$ cat src/hw/rtl/ecgc_pkg.sv
`default_nettype none
package ecgc_pkg;

    localparam int AVG_TAPS    = 4;
    localparam int MEDIAN_TAPS = 5;
    localparam int QRS_HOLD    = 6;
    localparam int AVG_PW      = (AVG_TAPS > 1) ? $clog2(AVG_TAPS) : 1;
    localparam int MED_PW      = (MEDIAN_TAPS > 1) ? $clog2(MEDIAN_TAPS) : 1;
    localparam int AVG_SUM_W   = 24 + AVG_PW;
    localparam int MED_RANK    = MEDIAN_TAPS / 2;
    localparam int QUEUE_DEPTH = 2;

    localparam logic [14:0] LAST_RAW_RESET = 15'd13200;

    localparam logic signed [16:0] C_NB0   = 17'sd31280;
    localparam logic signed [16:0] C_NB1   = -17'sd19323;
    localparam logic signed [16:0] C_NA1N  = 17'sd19323;
    localparam logic signed [16:0] C_NA2N  = -17'sd29792;
    localparam logic signed [16:0] C_A055  = 17'sd18022;
    localparam logic signed [16:0] C_A055C = 17'sd14746;
    localparam logic signed [16:0] C_A082  = 17'sd26870;
    localparam logic signed [16:0] C_A082C = 17'sd5898;

    localparam logic [2:0] CFG_ADC_PRESENT = 3'd0;
    localparam logic [2:0] CFG_VALID_LOW   = 3'd1;
    localparam logic [2:0] CFG_VALID_HIGH  = 3'd2;
    localparam logic [2:0] CFG_RAW_STEP    = 3'd3;
    localparam logic [2:0] CFG_OUT_STEP    = 3'd4;
    localparam logic [2:0] CFG_QRS_SLOPE   = 3'd5;
    localparam logic [2:0] CFG_HP_COEF     = 3'd6;
    localparam logic [2:0] CFG_BACKOFF     = 3'd7;

    typedef enum logic [2:0] {
        STAT_NO_ADC   = 3'd0,
        STAT_LEADS_OFF = 3'd1,
        STAT_SKIP     = 3'd2,
        STAT_INVALID  = 3'd3,
        STAT_PRIMED   = 3'd4,
        STAT_FILTERED = 3'd5
    } t_status;

    typedef struct packed {
        logic        adc_present;
        logic [14:0] valid_low;
        logic [14:0] valid_high;
        logic [14:0] raw_step_limit;
        logic [22:0] out_step_limit;
        logic [22:0] qrs_slope_limit;
        logic [14:0] hp_coef;
        logic [7:0]  backoff_ms;
    } t_cfg;

    typedef struct packed {
        t_status     status;
        logic        leads;
        logic [14:0] raw;
    } t_job;

    function automatic logic signed [23:0] sat24(input logic signed [47:0] v);
        logic signed [23:0] r;
        if (v > 48'sd8388607) r = 24'sd8388607;
        else if (v < -48'sd8388608) r = -24'sd8388608;
        else r = v[23:0];
        return r;
    endfunction

    function automatic logic signed [23:0] round_q15(input logic signed [47:0] acc);
        logic signed [47:0] v;
        v = acc + 48'sd16384;
        return sat24(v >>> 15);
    endfunction

endpackage
`default_nettype wire

$ cat src/hw/rtl/ecg_sample_conditioning_chain_core.sv
// channel   dir  fields (low bit first)
// s_axis    in   tdata: adc_sample[15:0] lo_plus lo_minus time_ms[31:0], zero fill
// m_axis    out  tuser: status; tdata: leads raw_code[14:0] display[23:0] detector[23:0]
// cfg       in   i_cfg_we, i_cfg_idx, i_cfg_data
// the front classifies a beat in its accept cycle and queues it (two entries)
// skip, invalid, no-converter, leads-off and re-prime beats go from the queue straight to the output state
// filtered beats pass the average and median states, then the shared multiply-accumulate unit (10 terms)
// synchronous active-low reset; output register holds a result while m_axis stalls
`default_nettype none
module ecg_sample_conditioning_chain_core (
    input  wire logic        i_clk,
    input  wire logic        i_rst_n,
    input  wire logic        s_axis_tvalid,
    output logic             s_axis_tready,
    input  wire logic [55:0] s_axis_tdata,   // adc_sample, lo_plus, lo_minus, time_ms
    output logic             m_axis_tvalid,
    input  wire logic        m_axis_tready,
    output logic [63:0]      m_axis_tdata,   // leads_connected, raw_code, display, detector
    output logic [2:0]       m_axis_tuser,   // status
    input  wire logic        i_cfg_we,
    input  wire logic [2:0]  i_cfg_idx,
    input  wire logic [22:0] i_cfg_data
);
    import ecgc_pkg::*;

    t_cfg  r_cfg;
    t_job  fjob, qjob;
    logic  full, empty, pop, accept;
    logic  leads;
    logic [14:0] raw;
    logic signed [23:0] disp, det;

    assign s_axis_tready = !full;
    assign accept = s_axis_tvalid && !full;

    always_ff @(posedge i_clk) begin
        if (!i_rst_n) begin
            r_cfg.adc_present     <= 1'b1;
            r_cfg.valid_low       <= 15'd800;
            r_cfg.valid_high      <= 15'd27000;
            r_cfg.raw_step_limit  <= 15'd2400;
            r_cfg.out_step_limit  <= 23'd51200;
            r_cfg.qrs_slope_limit <= 23'd15360;
            r_cfg.hp_coef         <= 15'd32211;
            r_cfg.backoff_ms      <= 8'd20;
        end else if (i_cfg_we) begin
            case (i_cfg_idx)
                CFG_ADC_PRESENT: r_cfg.adc_present     <= i_cfg_data[0];
                CFG_VALID_LOW:   r_cfg.valid_low       <= i_cfg_data[14:0];
                CFG_VALID_HIGH:  r_cfg.valid_high      <= i_cfg_data[14:0];
                CFG_RAW_STEP:    r_cfg.raw_step_limit  <= i_cfg_data[14:0];
                CFG_OUT_STEP:    r_cfg.out_step_limit  <= i_cfg_data;
                CFG_QRS_SLOPE:   r_cfg.qrs_slope_limit <= i_cfg_data;
                CFG_HP_COEF:     r_cfg.hp_coef         <= i_cfg_data[14:0];
                CFG_BACKOFF:     r_cfg.backoff_ms      <= i_cfg_data[7:0];
                default: ;
            endcase
        end
    end

    ecgc_front u_front (
        .i_clk      (i_clk),
        .i_rst_n    (i_rst_n),
        .i_cfg      (r_cfg),
        .i_accept   (accept),
        .i_adc      (s_axis_tdata[15:0]),
        .i_lo_plus  (s_axis_tdata[16]),
        .i_lo_minus (s_axis_tdata[17]),
        .i_time     (s_axis_tdata[49:18]),
        .o_job      (fjob)
    );

    ecgc_queue u_queue (
        .i_clk   (i_clk),
        .i_rst_n (i_rst_n),
        .i_push  (accept),
        .i_job   (fjob),
        .o_full  (full),
        .i_pop   (pop),
        .o_empty (empty),
        .o_job   (qjob)
    );

    ecgc_back u_back (
        .i_clk    (i_clk),
        .i_rst_n  (i_rst_n),
        .i_cfg    (r_cfg),
        .i_empty  (empty),
        .i_job    (qjob),
        .o_pop    (pop),
        .o_valid  (m_axis_tvalid),
        .i_ready  (m_axis_tready),
        .o_status (m_axis_tuser),
        .o_leads  (leads),
        .o_raw    (raw),
        .o_disp   (disp),
        .o_det    (det)
    );

    assign m_axis_tdata = {det, disp, raw, leads};

endmodule
`default_nettype wire

$ cat src/hw/rtl/ecgc_front.sv
`default_nettype none
module ecgc_front (
    input  wire logic            i_clk,
    input  wire logic            i_rst_n,
    input  wire ecgc_pkg::t_cfg  i_cfg,
    input  wire logic            i_accept,
    input  wire logic [15:0]     i_adc,
    input  wire logic            i_lo_plus,
    input  wire logic            i_lo_minus,
    input  wire logic [31:0]     i_time,
    output ecgc_pkg::t_job       o_job
);
    import ecgc_pkg::*;

    logic [2:0]  r_ct, r_lt, n_ct, n_lt;
    logic        r_stable, n_stable, r_primed, n_primed;
    logic [1:0]  r_run, n_run;
    logic [31:0] r_until, n_until;
    logic [14:0] r_last, n_last;
    logic        conn;
    logic signed [16:0] step, lim, clamp;
    t_job        job;

    assign conn = !(i_lo_plus || i_lo_minus);

    always_comb begin
        n_ct     = r_ct;
        n_lt     = r_lt;
        n_stable = r_stable;
        n_primed = r_primed;
        n_run    = r_run;
        n_until  = r_until;
        n_last   = r_last;
        step     = $signed({1'b0, i_adc}) - $signed({2'b0, r_last});
        lim      = $signed({2'b0, i_cfg.raw_step_limit});
        clamp    = $signed({1'b0, i_adc});
        job.status = STAT_NO_ADC;
        job.leads  = 1'b0;
        job.raw    = 15'd0;
        if (i_cfg.adc_present) begin
            if (conn) begin
                n_ct = (r_ct < 3'd5) ? r_ct + 3'd1 : r_ct;
                n_lt = 3'd0;
            end else begin
                n_lt = (r_lt < 3'd5) ? r_lt + 3'd1 : r_lt;
                n_ct = 3'd0;
            end
            if (n_ct >= 3'd3) n_stable = 1'b1;
            else if (n_lt >= 3'd3) n_stable = 1'b0;
            job.leads = n_stable;
            if (!n_stable) begin
                n_primed   = 1'b0;
                job.status = STAT_LEADS_OFF;
            end else if (i_time < r_until) begin
                job.status = STAT_SKIP;
                job.raw    = r_last;
            end else if (i_adc[15] || i_adc[14:0] < i_cfg.valid_low
                         || i_adc[14:0] >= i_cfg.valid_high) begin
                job.status = STAT_INVALID;
                job.raw    = r_last;
                if (r_run == 2'd2) begin
                    n_run   = 2'd0;
                    n_until = i_time + {24'd0, i_cfg.backoff_ms};
                end else begin
                    n_run = r_run + 2'd1;
                end
            end else begin
                n_run = 2'd0;
                if (step > lim) clamp = $signed({2'b0, r_last}) + lim;
                else if (step < -lim) clamp = $signed({2'b0, r_last}) - lim;
                n_last     = clamp[14:0];
                job.raw    = clamp[14:0];
                job.status = r_primed ? STAT_FILTERED : STAT_PRIMED;
                n_primed   = 1'b1;
            end
        end
    end

    assign o_job = job;

    always_ff @(posedge i_clk) begin
        if (!i_rst_n) begin
            r_ct     <= '0;
            r_lt     <= '0;
            r_stable <= 1'b0;
            r_primed <= 1'b0;
            r_run    <= '0;
            r_until  <= '0;
            r_last   <= LAST_RAW_RESET;
        end else if (i_accept) begin
            r_ct     <= n_ct;
            r_lt     <= n_lt;
            r_stable <= n_stable;
            r_primed <= n_primed;
            r_run    <= n_run;
            r_until  <= n_until;
            r_last   <= n_last;
        end
    end

endmodule
`default_nettype wire

$ cat src/hw/rtl/ecgc_queue.sv
`default_nettype none
module ecgc_queue (
    input  wire logic           i_clk,
    input  wire logic           i_rst_n,
    input  wire logic           i_push,
    input  wire ecgc_pkg::t_job i_job,
    output logic                o_full,
    input  wire logic           i_pop,
    output logic                o_empty,
    output ecgc_pkg::t_job      o_job
);
    import ecgc_pkg::*;

    localparam int PW = (QUEUE_DEPTH > 1) ? $clog2(QUEUE_DEPTH) : 1;
    localparam int CW = $clog2(QUEUE_DEPTH + 1);

    t_job        r_mem [QUEUE_DEPTH];
    logic [PW-1:0] r_wp, r_rp;
    logic [CW-1:0] r_cnt;

    assign o_full  = (r_cnt == CW'(QUEUE_DEPTH));
    assign o_empty = (r_cnt == '0);
    assign o_job   = r_mem[r_rp];

    always_ff @(posedge i_clk) begin
        if (!i_rst_n) begin
            r_wp  <= '0;
            r_rp  <= '0;
            r_cnt <= '0;
        end else begin
            if (i_push) begin
                r_mem[r_wp] <= i_job;
                r_wp <= (r_wp == PW'(QUEUE_DEPTH - 1)) ? '0 : r_wp + 1'b1;
            end
            if (i_pop) r_rp <= (r_rp == PW'(QUEUE_DEPTH - 1)) ? '0 : r_rp + 1'b1;
            if (i_push && !i_pop) r_cnt <= r_cnt + 1'b1;
            else if (!i_push && i_pop) r_cnt <= r_cnt - 1'b1;
        end
    end

endmodule
`default_nettype wire

$ cat src/hw/rtl/ecgc_back.sv
`default_nettype none
module ecgc_back (
    input  wire logic            i_clk,
    input  wire logic            i_rst_n,
    input  wire ecgc_pkg::t_cfg  i_cfg,
    input  wire logic            i_empty,
    input  wire ecgc_pkg::t_job  i_job,
    output logic                 o_pop,
    output logic                 o_valid,
    input  wire logic            i_ready,
    output logic [2:0]           o_status,
    output logic                 o_leads,
    output logic [14:0]          o_raw,
    output logic signed [23:0]   o_disp,
    output logic signed [23:0]   o_det
);
    import ecgc_pkg::*;

    typedef enum logic [2:0] {
        S_IDLE, S_MA, S_MED, S_MUL, S_ACC, S_RND, S_OUT
    } t_state;

    t_state r_state;
    logic signed [23:0] r_avg [AVG_TAPS];
    logic signed [23:0] r_mtap [MEDIAN_TAPS];
    logic [AVG_PW-1:0] r_apos;
    logic [MED_PW-1:0] r_mpos;
    logic signed [23:0] r_ni0, r_ni1, r_no0, r_no1, r_hli, r_hlo;
    logic signed [23:0] r_alp, r_ali, r_detlp, r_disp, r_med, r_hp, r_x;
    logic [2:0] r_hold;
    logic signed [25:0] r_hpd;
    logic signed [42:0] r_prod;
    logic signed [47:0] r_acc;
    logic [3:0] r_term;
    t_status r_rs;
    logic r_rl;
    logic [14:0] r_rr;
    logic signed [23:0] r_rdisp, r_rdet;

    logic signed [AVG_SUM_W-1:0] sum, ma_w;
    logic signed [23:0] ma, med, rnd, jx;
    logic signed [25:0] op_a;
    logic signed [16:0] op_b;
    logic signed [24:0] slope;
    logic signed [25:0] dd, lim, lo_b;
    logic [2:0] hold_n;
    logic [3:0] rank;

    assign jx  = $signed({4'b0, i_job.raw, 5'b0});
    assign rnd = round_q15(r_acc);

    always_comb begin
        sum = '0;
        for (int i = 0; i < AVG_TAPS; i++) begin
            if (r_apos == AVG_PW'(i)) sum = sum + AVG_SUM_W'(r_x);
            else sum = sum + AVG_SUM_W'(r_avg[i]);
        end
        ma_w = sum / AVG_SUM_W'(AVG_TAPS);
        ma   = ma_w[23:0];
    end

    always_comb begin
        med = r_mtap[0];
        for (int i = 0; i < MEDIAN_TAPS; i++) begin
            rank = '0;
            for (int j = 0; j < MEDIAN_TAPS; j++) begin
                if (r_mtap[j] < r_mtap[i] || (r_mtap[j] == r_mtap[i] && j < i))
                    rank = rank + 4'd1;
            end
            if (rank == 4'(MED_RANK)) med = r_mtap[i];
        end
    end

    always_comb begin
        case (r_term)
            4'd0: begin op_a = 26'(r_med); op_b = C_NB0; end
            4'd1: begin op_a = 26'(r_ni0); op_b = C_NB1; end
            4'd2: begin op_a = 26'(r_ni1); op_b = C_NB0; end
            4'd3: begin op_a = 26'(r_no0); op_b = C_NA1N; end
            4'd4: begin op_a = 26'(r_no1); op_b = C_NA2N; end
            4'd5: begin op_a = r_hpd; op_b = $signed({2'b0, i_cfg.hp_coef}); end
            4'd6: begin op_a = 26'(r_detlp); op_b = C_A055; end
            4'd7: begin op_a = 26'(r_hp); op_b = C_A055C; end
            4'd8: begin op_a = 26'(r_alp); op_b = (r_hold != 3'd0) ? C_A055 : C_A082; end
            4'd9: begin op_a = 26'(r_hp); op_b = (r_hold != 3'd0) ? C_A055C : C_A082C; end
            default: begin op_a = '0; op_b = '0; end
        endcase
    end

    always_comb begin
        slope = 25'(r_hp) - 25'(r_ali);
        if (slope < 0) slope = -slope;
        if (slope > $signed({2'b0, i_cfg.qrs_slope_limit})) hold_n = 3'(QRS_HOLD);
        else if (r_hold != 3'd0) hold_n = r_hold - 3'd1;
        else hold_n = r_hold;
        lim = $signed({3'b0, i_cfg.out_step_limit});
        dd  = 26'(rnd) - 26'(r_disp);
        lo_b = 26'(rnd);
        if (dd > lim) lo_b = 26'(r_disp) + lim;
        else if (dd < -lim) lo_b = 26'(r_disp) - lim;
    end

    assign o_pop = (r_state == S_IDLE) && !i_empty;

    always_ff @(posedge i_clk) begin
        if (!i_rst_n) begin
            r_state <= S_IDLE;
            r_apos  <= '0;
            r_mpos  <= '0;
            r_hli   <= '0;
            r_hlo   <= '0;
            r_alp   <= '0;
            r_ali   <= '0;
            r_hold  <= '0;
            r_detlp <= '0;
            r_disp  <= '0;
            r_term  <= '0;
            o_valid <= 1'b0;
        end else begin
            if (o_valid && i_ready && r_state != S_OUT) o_valid <= 1'b0;
            case (r_state)
                S_IDLE: begin
                    if (!i_empty) begin
                        r_rs    <= i_job.status;
                        r_rl    <= i_job.leads;
                        r_rr    <= i_job.raw;
                        r_x     <= jx;
                        if (i_job.status inside {STAT_SKIP, STAT_INVALID}) begin
                            r_rdisp <= r_disp;
                            r_rdet  <= r_detlp;
                        end else begin
                            r_rdisp <= '0;
                            r_rdet  <= '0;
                        end
                        r_state <= (i_job.status == STAT_FILTERED) ? S_MA : S_OUT;
                        case (i_job.status)
                            STAT_PRIMED: begin
                                for (int i = 0; i < AVG_TAPS; i++) r_avg[i] <= jx;
                                for (int i = 0; i < MEDIAN_TAPS; i++) r_mtap[i] <= jx;
                                r_apos  <= '0;
                                r_mpos  <= '0;
                                r_hli   <= jx;
                                r_hlo   <= '0;
                                r_alp   <= '0;
                                r_detlp <= '0;
                                r_ni0   <= jx;
                                r_ni1   <= jx;
                                r_no0   <= jx;
                                r_no1   <= jx;
                            end
                            default: ;
                        endcase
                    end
                end
                S_MA: begin
                    r_avg[r_apos]  <= r_x;
                    r_mtap[r_mpos] <= ma;
                    r_apos <= (r_apos == AVG_PW'(AVG_TAPS - 1)) ? '0 : r_apos + 1'b1;
                    r_mpos <= (r_mpos == MED_PW'(MEDIAN_TAPS - 1)) ? '0 : r_mpos + 1'b1;
                    r_state <= S_MED;
                end
                S_MED: begin
                    r_med   <= med;
                    r_acc   <= '0;
                    r_term  <= 4'd0;
                    r_state <= S_MUL;
                end
                S_MUL: begin
                    r_prod  <= op_a * op_b;
                    r_state <= S_ACC;
                end
                S_ACC: begin
                    r_acc <= r_acc + 48'(r_prod);
                    if (r_term == 4'd4 || r_term == 4'd5 || r_term == 4'd7
                        || r_term == 4'd9) begin
                        r_state <= S_RND;
                    end else begin
                        r_term  <= r_term + 4'd1;
                        r_state <= S_MUL;
                    end
                end
                S_RND: begin
                    r_acc <= '0;
                    if (r_term == 4'd9) begin
                        r_state <= S_OUT;
                    end else begin
                        r_term  <= r_term + 4'd1;
                        r_state <= S_MUL;
                    end
                    case (r_term)
                        4'd4: begin
                            r_ni1 <= r_ni0;
                            r_ni0 <= r_med;
                            r_no1 <= r_no0;
                            r_no0 <= rnd;
                            r_hpd <= 26'(r_hlo) + 26'(rnd) - 26'(r_hli);
                            r_hli <= rnd;
                        end
                        4'd5: begin
                            r_hlo <= rnd;
                            r_hp  <= rnd;
                        end
                        4'd7: begin
                            r_detlp <= rnd;
                            r_rdet  <= rnd;
                            r_ali   <= r_hp;
                            r_hold  <= hold_n;
                        end
                        default: begin
                            r_alp   <= rnd;
                            r_disp  <= sat24(48'(lo_b));
                            r_rdisp <= sat24(48'(lo_b));
                        end
                    endcase
                end
                S_OUT: begin
                    if (!o_valid || i_ready) begin
                        o_valid  <= 1'b1;
                        o_status <= r_rs;
                        o_leads  <= r_rl;
                        o_raw    <= r_rr;
                        o_disp   <= r_rdisp;
                        o_det    <= r_rdet;
                        r_state  <= S_IDLE;
                    end
                end
                default: r_state <= S_IDLE;
            endcase
        end
    end

    a_term_range: assert property (@(posedge i_clk) disable iff (!i_rst_n)
        r_term <= 4'd9) else $error("term index out of range");
    a_hold_range: assert property (@(posedge i_clk) disable iff (!i_rst_n)
        r_hold <= 3'(QRS_HOLD)) else $error("qrs hold out of range");
    a_pop_idle: assert property (@(posedge i_clk) disable iff (!i_rst_n)
        o_pop |=> r_state != S_IDLE) else $error("pop without leaving idle");
    a_last_rnd: assert property (@(posedge i_clk) disable iff (!i_rst_n)
        (r_state == S_RND && r_term == 4'd9) |=> r_state == S_OUT)
        else $error("final round did not reach output");

endmodule
`default_nettype wire

$ cat config.mk
export PLATFORM = sky130hd
export DESIGN_NAME = ecg_sample_conditioning_chain_core
export DESIGN_NICKNAME = d
export VERILOG_FILES = /design/src/hw/rtl/ecgc_pkg.sv /design/src/hw/rtl/ecg_sample_conditioning_chain_core.sv /design/src/hw/rtl/ecgc_front.sv /design/src/hw/rtl/ecgc_queue.sv /design/src/hw/rtl/ecgc_back.sv
export SDC_FILE = /design/constraint.sdc
export NUM_CORES = 2
export LEC_CHECK = 0
export ABC_AREA = 1
export BUFFER_PORTS_ARGS = -buffer_cell sky130_fd_sc_hd__buf_2
export CORE_UTILIZATION = 47
export CTS_BUF_LIST = sky130_fd_sc_hd__clkbuf_8
export DETAILED_ROUTE_END_ITERATION = 10
export GPL_TIMING_DRIVEN = 0
export HOLD_SLACK_MARGIN = 0.06
export PLACE_DENSITY_LB_ADDON = 0.05
export SLEW_MARGIN = 15
export SYNTH_ARGS = -nofsm -noshare
export SYNTH_HDL_FRONTEND = slang
export SYNTH_SLANG_ARGS = --single-unit
export TNS_END_PERCENT = 100
$ cat constraint.sdc
create_clock -name i_clk -period 15.1 [get_ports i_clk]
set_input_delay 3.02 -clock i_clk [delete_from_list [all_inputs] [get_ports i_clk]]
set_output_delay 3.02 -clock i_clk [all_outputs]
set_load 0.02 [all_outputs]
== Word-level counts from Yosys, hierarchy flattened ==
Memories as Yosys holds them, arrays and structs flattened. A register that Yosys moved wholly into a read port is not among the register bits.
Cells that the tools add are included.

* Bits in registers: 731
* Bits in latches: 0
* Memory bits (writable): 218
* Memory bits (read-only): 0
* Input port bits: 87
* Output and inout bits: 69
* Word-level logic and storage cells: 416
* Memories kept: 3

* Add/subtract/negate cells: 49
* $mul: 1
* Div/mod/pow operators: 0
* Order comparisons: 37
* Equality and inequality tests: 58
* Shift operators: 0
* Muxes and demuxes: 134
* Bitwise operators: 4
* Reductions and logical operators: 81

{| class="wikitable"
|+ Memories
! name !! depth !! bits a word !! read ports !! clocked after Yosys merged registers in !! wr ports !! line !! text
|-
| u_back.r_mtap || 5 || 24 || 5 || 0 || 5 || ecgc_back.sv:25 || <nowiki>logic signed [23:0] r_mtap [MEDIAN_TAPS];</nowiki>
|-
| u_back.r_avg || 4 || 15 || 4 || 0 || 4 || ecgc_back.sv:24 || <nowiki>logic signed [23:0] r_avg [AVG_TAPS];</nowiki>
|-
| u_queue.r_mem || 2 || 19 || 1 || 1 || 1 || ecgc_queue.sv:17 || <nowiki>t_job r_mem [QUEUE_DEPTH];</nowiki>
|}

{| class="wikitable"
|+ Operators with widths
! kind !! count
|-
| $mux 24 || 25
|-
| $lt 24x24->1 || 20
|-
| $pmux 24 s2 || 9
|-
| $eq 24x24->1 || 10
|-
| $pmux 26 s9 || 1
|-
| $mux 26 || 6
|-
| $pmux 17 s9 || 1
|-
| $pmux 48 s2 || 1
|-
| $mux 15 || 6
|-
| $add 26x21->26 || 3
|-
| $add 26x24->26 || 3
|-
| $sub 24x24->25 || 3
|-
| $mux 4 || 18
|-
| $mux 3 || 20
|-
| $add 4x1->4 const B || 13
|-
| $add 24x24->25 || 2
|-
| $add 48x16->48 const B || 1
|-
| $add 48x43->48 || 1
|-
| $mul 26x17->43 || 1
|-
| $gt 33x24->1 const B || 1
|-
| $lt 33x24->1 const B || 1
|-
| $add 32x8->32 || 1
|-
| $lt 32x32->1 || 1
|-
| $reduce_and 4->1 || 8
|-
| other kinds (65) || 208
|}

== Depth between registers and ports, before layout ==
An unclocked memory read counts as a cell.

* Depth after elaboration: 17
* Depth in mapped cells: 53
* Mapped depth without buffers: 53

== Cells and area by module ==
A second synthesis with hierarchy kept.

* Cells, all modules: 9498
* Area total of the unflattened synthesis: 76583.4 um^2

{| class="wikitable"
|+ By module, submodules not included
! module !! instances !! cells an instance !! area an instance (um^2) !! seq. area each (um^2)
|-
| ecgc_back || 1 || 7471 || 61950.7 || 19028.2
|-
| ecgc_front || 1 || 1301 || 8528.2 || 1141.1
|-
| ecg_sample_conditioning_chain_core || 1 || 633 || 4449.3 || 2302.2
|-
| ecgc_queue || 1 || 93 || 1655.3 || 1241.2
|}

== Worst setup path after synthesis ==
OpenSTA, ideal clock, no wires.

* Path type: in2reg
* From: in i_rst_n
* To: reg u_back.o_det[0] (enable)
* Setup time: 0.574 ns
* Data arrival time: 8.012 ns
* Data required time: 14.526 ns
* Slack: 6.514 ns
* Stages: 4
* Buffers on the path: 2
* Cell sequence: inv_1 -> buf_4 -> clkbuf_1 -> nor3_1

* Word-level cells in the longest chain between the ends: 1

{| class="wikitable"
|+ RTL lines
! what !! line !! text
|-
| start: declaration || ecg_sample_conditioning_chain_core.sv:12 || <nowiki>input wire logic i_rst_n,</nowiki>
|-
| $reduce_and 3->1 (no source line) || - ||
|-
| end signal: assignment || ecgc_back.sv:223 || <nowiki>o_det <= r_rdet;</nowiki>
|-
| end: declaration || ecgc_back.sv:15 || <nowiki>output logic signed [23:0] o_det</nowiki>
|}

No other way between the ends.
A chain may end at the register's enable or synchronous reset.

== Final worst setup path ==
* From: reg u_back.r_term[2]
* To: reg u_back.r_prod[42], data pin

* Word-level cells in the longest chain between the ends: 4
* Elaborated cells between the ends (all ways): 15
* Classes of those cells: 1 x mul; 9 x eq/ne; 2 x mux; 3 x reduce/logical

{| class="wikitable"
|+ RTL lines
! what !! line !! text
|-
| start: declaration || ecgc_back.sv:34 || <nowiki>logic [3:0] r_term;</nowiki>
|-
| start signal: assignment || ecgc_back.sv:178 || <nowiki>r_term <= r_term + 4'd1;</nowiki>
|-
| start signal: assignment || ecgc_back.sv:187 || <nowiki>r_term <= r_term + 4'd1;</nowiki>
|-
| $eq 4x4->1 (tied with other cells) || ecgc_back.sv:75 || <nowiki>case (r_term)</nowiki>
|-
| $reduce_or 2->1 (no source line) || - ||
|-
| $pmux 26 s9 / $pmux 17 s9 (equally long branches) || ecgc_back.sv:75 ||
|-
| $mul 26x17->43 * || ecgc_back.sv:169 || <nowiki>r_prod <= op_a * op_b;</nowiki>
|-
| end signal: assignment || ecgc_back.sv:169 ||
|-
| end: declaration || ecgc_back.sv:32 || <nowiki>logic signed [42:0] r_prod;</nowiki>
|}

Mark *: on every way between the ends. The rest lies on a longest branch, timed or not.

==> key figures <==
Run status
  • Outcome: finished clean

STA
  • Final setup skew: between 40 and 50 ps
  • Slew @ Worst Pin: around 1300 ps
  • Setup TNS: 0 ps
  • Setup violators final: 0
  • Max-slew headroom: a little over a tenth
  • Min cycle time layout: about 11000 ps
  • Max Slew Vio Count: 0
  • Peak Freq: ~94 MHz
  • Crit share post-route: 70.6%
  • Hold Vio Cnt, Final: 0
  • RSZ-0062 raised after global routing: false
  • Worst Hold Margin: just under 400 ps

Worst setup path
  • Biggest cell delay along the critical path: between 800 and 900 ps
  • Arrival time worst endpoint: about 11000 ps
  • Top cell by count, worst path: inv_1
  • Critical path required time: ~16000 ps
  • Critical path peak fanout: 10
  • CP Class: reg -> reg
  • Critical path capture point type: flop
  • CP max-delay cell: fa_1
  • Worst Setup Start Kind: flop

Flow run
  • MaxCap Viol Count: 0

CTS
  • Num CTS Buffers: roughly 160
  • Clock Latency Late Sink: between 900 and 1000 ps
  • Hold-fix buffers at CTS: 0
  • CTS Buffer Depth: 3
  • Post-CTS setup buffer count: 0
  • H-tree levels: 4
  • Sink Count: 902
  • CTS Root Cell: clkbuf_8
  • Post-cts resize count: 0
  • Clock transition at the registers of the reported paths: roughly 60 ps
  • CTS tree: built

Global routing
  • Tot GR Track Use: ~34%
  • Initial antenna violation count: 13
  • Vias in the first global route: roughly 66000
  • Global route overflow: 0
  • Global-route wire length before repair: 412000 um
  • Largest net degree at the start of global routing: 35

Final layout
  • Nets: roughly 11000
  • Filler cells: about 16000
  • Layout area overhead: 9.65%
  • Layout cell share with drive strength beyond 1: 5.78%

Synthesis
  • FFs w/ async S/R, synth: 0%
  • Post-synth EDFFs: ~570
  • Prevailing post-synth register cell: edfxtp_1
  • Mapped Nets: about 11000
  • Synthesized area per cell: ~8.1 um2
  • Netlist Area Pre-Place: about 77000 um2
  • Seq cells post-synth: ~900
  • Register area share after synthesis: 30.9%
  • Count of cell types in the netlist: between 70 and 80
  • Cell count after synthesis: between 9000 and 10000
  • Yosys warning count: 0

Die
  • Starting density of the core: approximately 48%
  • Core Region: 161000 um2
  • Row Count: approximately 150
  • I/O pins: between 150 and 200
  • Die X: 406 um
  • Die area: ~160000 um2
  • Die Y: slightly above 400 um

Routing
  • Via density: 5.59
  • Detailed Routing Iterations Pass 1: 8
  • Antenna Nets Post-Route: 0
  • Initial DRC Count: roughly 6200
  • Drt drc: 0
  • Detailed-route wire length: around 280000 um
  • Drt wl/cell: about 23 um
  • Via count: between 60000 and 70000

Placement
  • DP HPWL: 226000 um
  • GPL Wtd Cong: around 1.0
  • Port-buffer cells: 148

Worst hold path
  • Worst hold path type: reg -> reg
path summary, 6_finish.rpt:
path	startpoint	end	slack, ps	cells after the start
max reg2reg	u_back.r_term[2]$_SDFFE_PN0P_	u_back.r_prod[42]$_DFFE_PP_	4430	30
min	u_back.r_rdet[16]$_DFFE_PP_	u_back.o_det[16]$_DFFE_PP_	390	0
max	u_back.r_term[2]$_SDFFE_PN0P_	u_back.r_prod[42]$_DFFE_PP_	4430	30
min reg2reg	u_back.r_rdet[16]$_DFFE_PP_	u_back.o_det[16]$_DFFE_PP_	390	0
stage by stage:
stage | setup WS [ps] | utilization [%] | cells | area (um2)
final | 4430 | 52.1 | 12100 | 84100
after global routing | 3880 | 52.1 | 12100 | 84100
after CTS | 4680 | 52.1 | 12100 | 84000
after detailed placement | 4740 | 50.0 | 11800 | 80600
after global placement | 1200 | 49.7 | 11800 | 80100
after floorplan | 6510 | - | 9506 | 76700
critical path: cells and delay by family, from the launching register on:
kind                       cells  cell delay (ps)
adders and majority gates      7             3850
and+or+nand+nor               10             2530
buffers and inverters          9             2170
AOI/OAI and AO/OA              3             1290
DFF                            1              450
xor gates and xnor gates       1               90
synth_stat cells (6+ instances only):
cell type,n,area share (%)
ha_1,734,12
nand4_1,120,0.98
nand2_2,17,0.14
nand3_1,289,1.9
a22oi_1,6,0.059
clkbuf_1,241,1.2
a21boi_0,11,0.11
buf_1,15,0.073
edfxtp_1,565,22
nor2_1,633,3.1
inv_2,18,0.088
o211ai_1,64,0.63
xor2_1,246,2.8
nand3_2,12,0.16
o21ai_0,726,4.7
and3_1,8,0.065
nand2_1,1823,8.9
nand3b_1,14,0.14
nor3_1,83,0.54
o21ai_1,64,0.42
o21bai_1,25,0.24
or2_2,32,0.26
o21a_1,21,0.21
o31ai_1,14,0.14
buf_4,8,0.078
a21oi_1,861,5.6
fa_1,468,12
xnor2_1,82,0.94
o22ai_1,23,0.19
a21o_1,33,0.32
a211oi_1,34,0.33
a221oi_1,43,0.49
buf_2,13,0.085
nor2_2,12,0.098
nor4_1,42,0.34
a31oi_1,47,0.38
dfxtp_1,337,8.8
and2_1,9,0.073
nor3_2,6,0.078
clkinv_1,14,0.069
inv_1,1616,7.9
o221ai_1,21,0.24
cell type report:
cell class | count | area, um2 | area share, %
multi-input combinational | 6675 | 45800 | 54.4
sequential | 902 | 23700 | 28.2
inverter | 1648 | 6190 | 7.36
tap | 2160 | 2700 | 3.21
clock buffer | 183 | 2520 | 3.00
buffer | 281 | 1140 | 1.36
timing repair buffer | 176 | 1120 | 1.34
clock inverter | 116 | 908 | 1.08
antenna | 6 | 15.0 | 0.0179
sequential cells by signal (all words and copies together), names as in the netlist, 24 cells and up, named ones only:
signal           flops
u_back.r_hli        24
u_back.r_ali        24
r_cfg              115
u_back.r_rdisp      24
u_back.o_disp       24
u_back.r_acc        48
u_back.r_no0        24
u_back.r_rdet       24
u_back.r_no1        24
u_back.r_disp       24
u_back.r_mtap       90
u_queue.r_mem       38
u_back.r_alp        24
u_back.r_detlp      24
u_back.r_prod       43
u_back.r_hp         24
u_back.o_det        24
u_front.r_until     32
u_back.r_avg        60
u_back.r_hlo        24
u_back.r_hpd        26
cells by family after synthesis:
| kind of cell | count (synthesis) | share of synthesized area (%) |
|---|---|---|
| and+or+nand+nor | 3115 | 17.0 |
| AOI/OAI and AO/OA | 2030 | 14.6 |
| buffers and inverters | 1929 | 9.55 |
| adders and majority gates | 1202 | 24.2 |
| DFF | 902 | 30.9 |
| xor gates and xnor gates | 328 | 3.75 |
placed cells by master, fill, tap and decap left out, drive strengths merged, types with 82 or more instances in the layout:
cell / netlist / layout
a21oi: 866 / 866
buf: 40 / 216
clkbuf: 241 / 424
dfxtp: 337 / 337
edfxtp: 565 / 565
fa: 468 / 468
ha: 734 / 734
inv: 1634 / 1697
nand2: 1843 / 1843
nand3: 301 / 301
nand4: 120 / 120
nor2: 647 / 647
nor3: 90 / 90
o21ai: 796 / 796
xnor2: 82 / 82
xor2: 246 / 246
layer usage:
metal,vias to the layer above,global-route usage (%),wire length (um)
met1,32700,44.9,118000
met3,524,5.66,21200
li1,32100,-,-
met5,-,0,53
met2,2623,53.4,125000
met4,8,15.3,13600
Power is left out: the tool's default activity adds up to more than one toggle a clock period on the data nets, which glitch-free logic cannot reach.
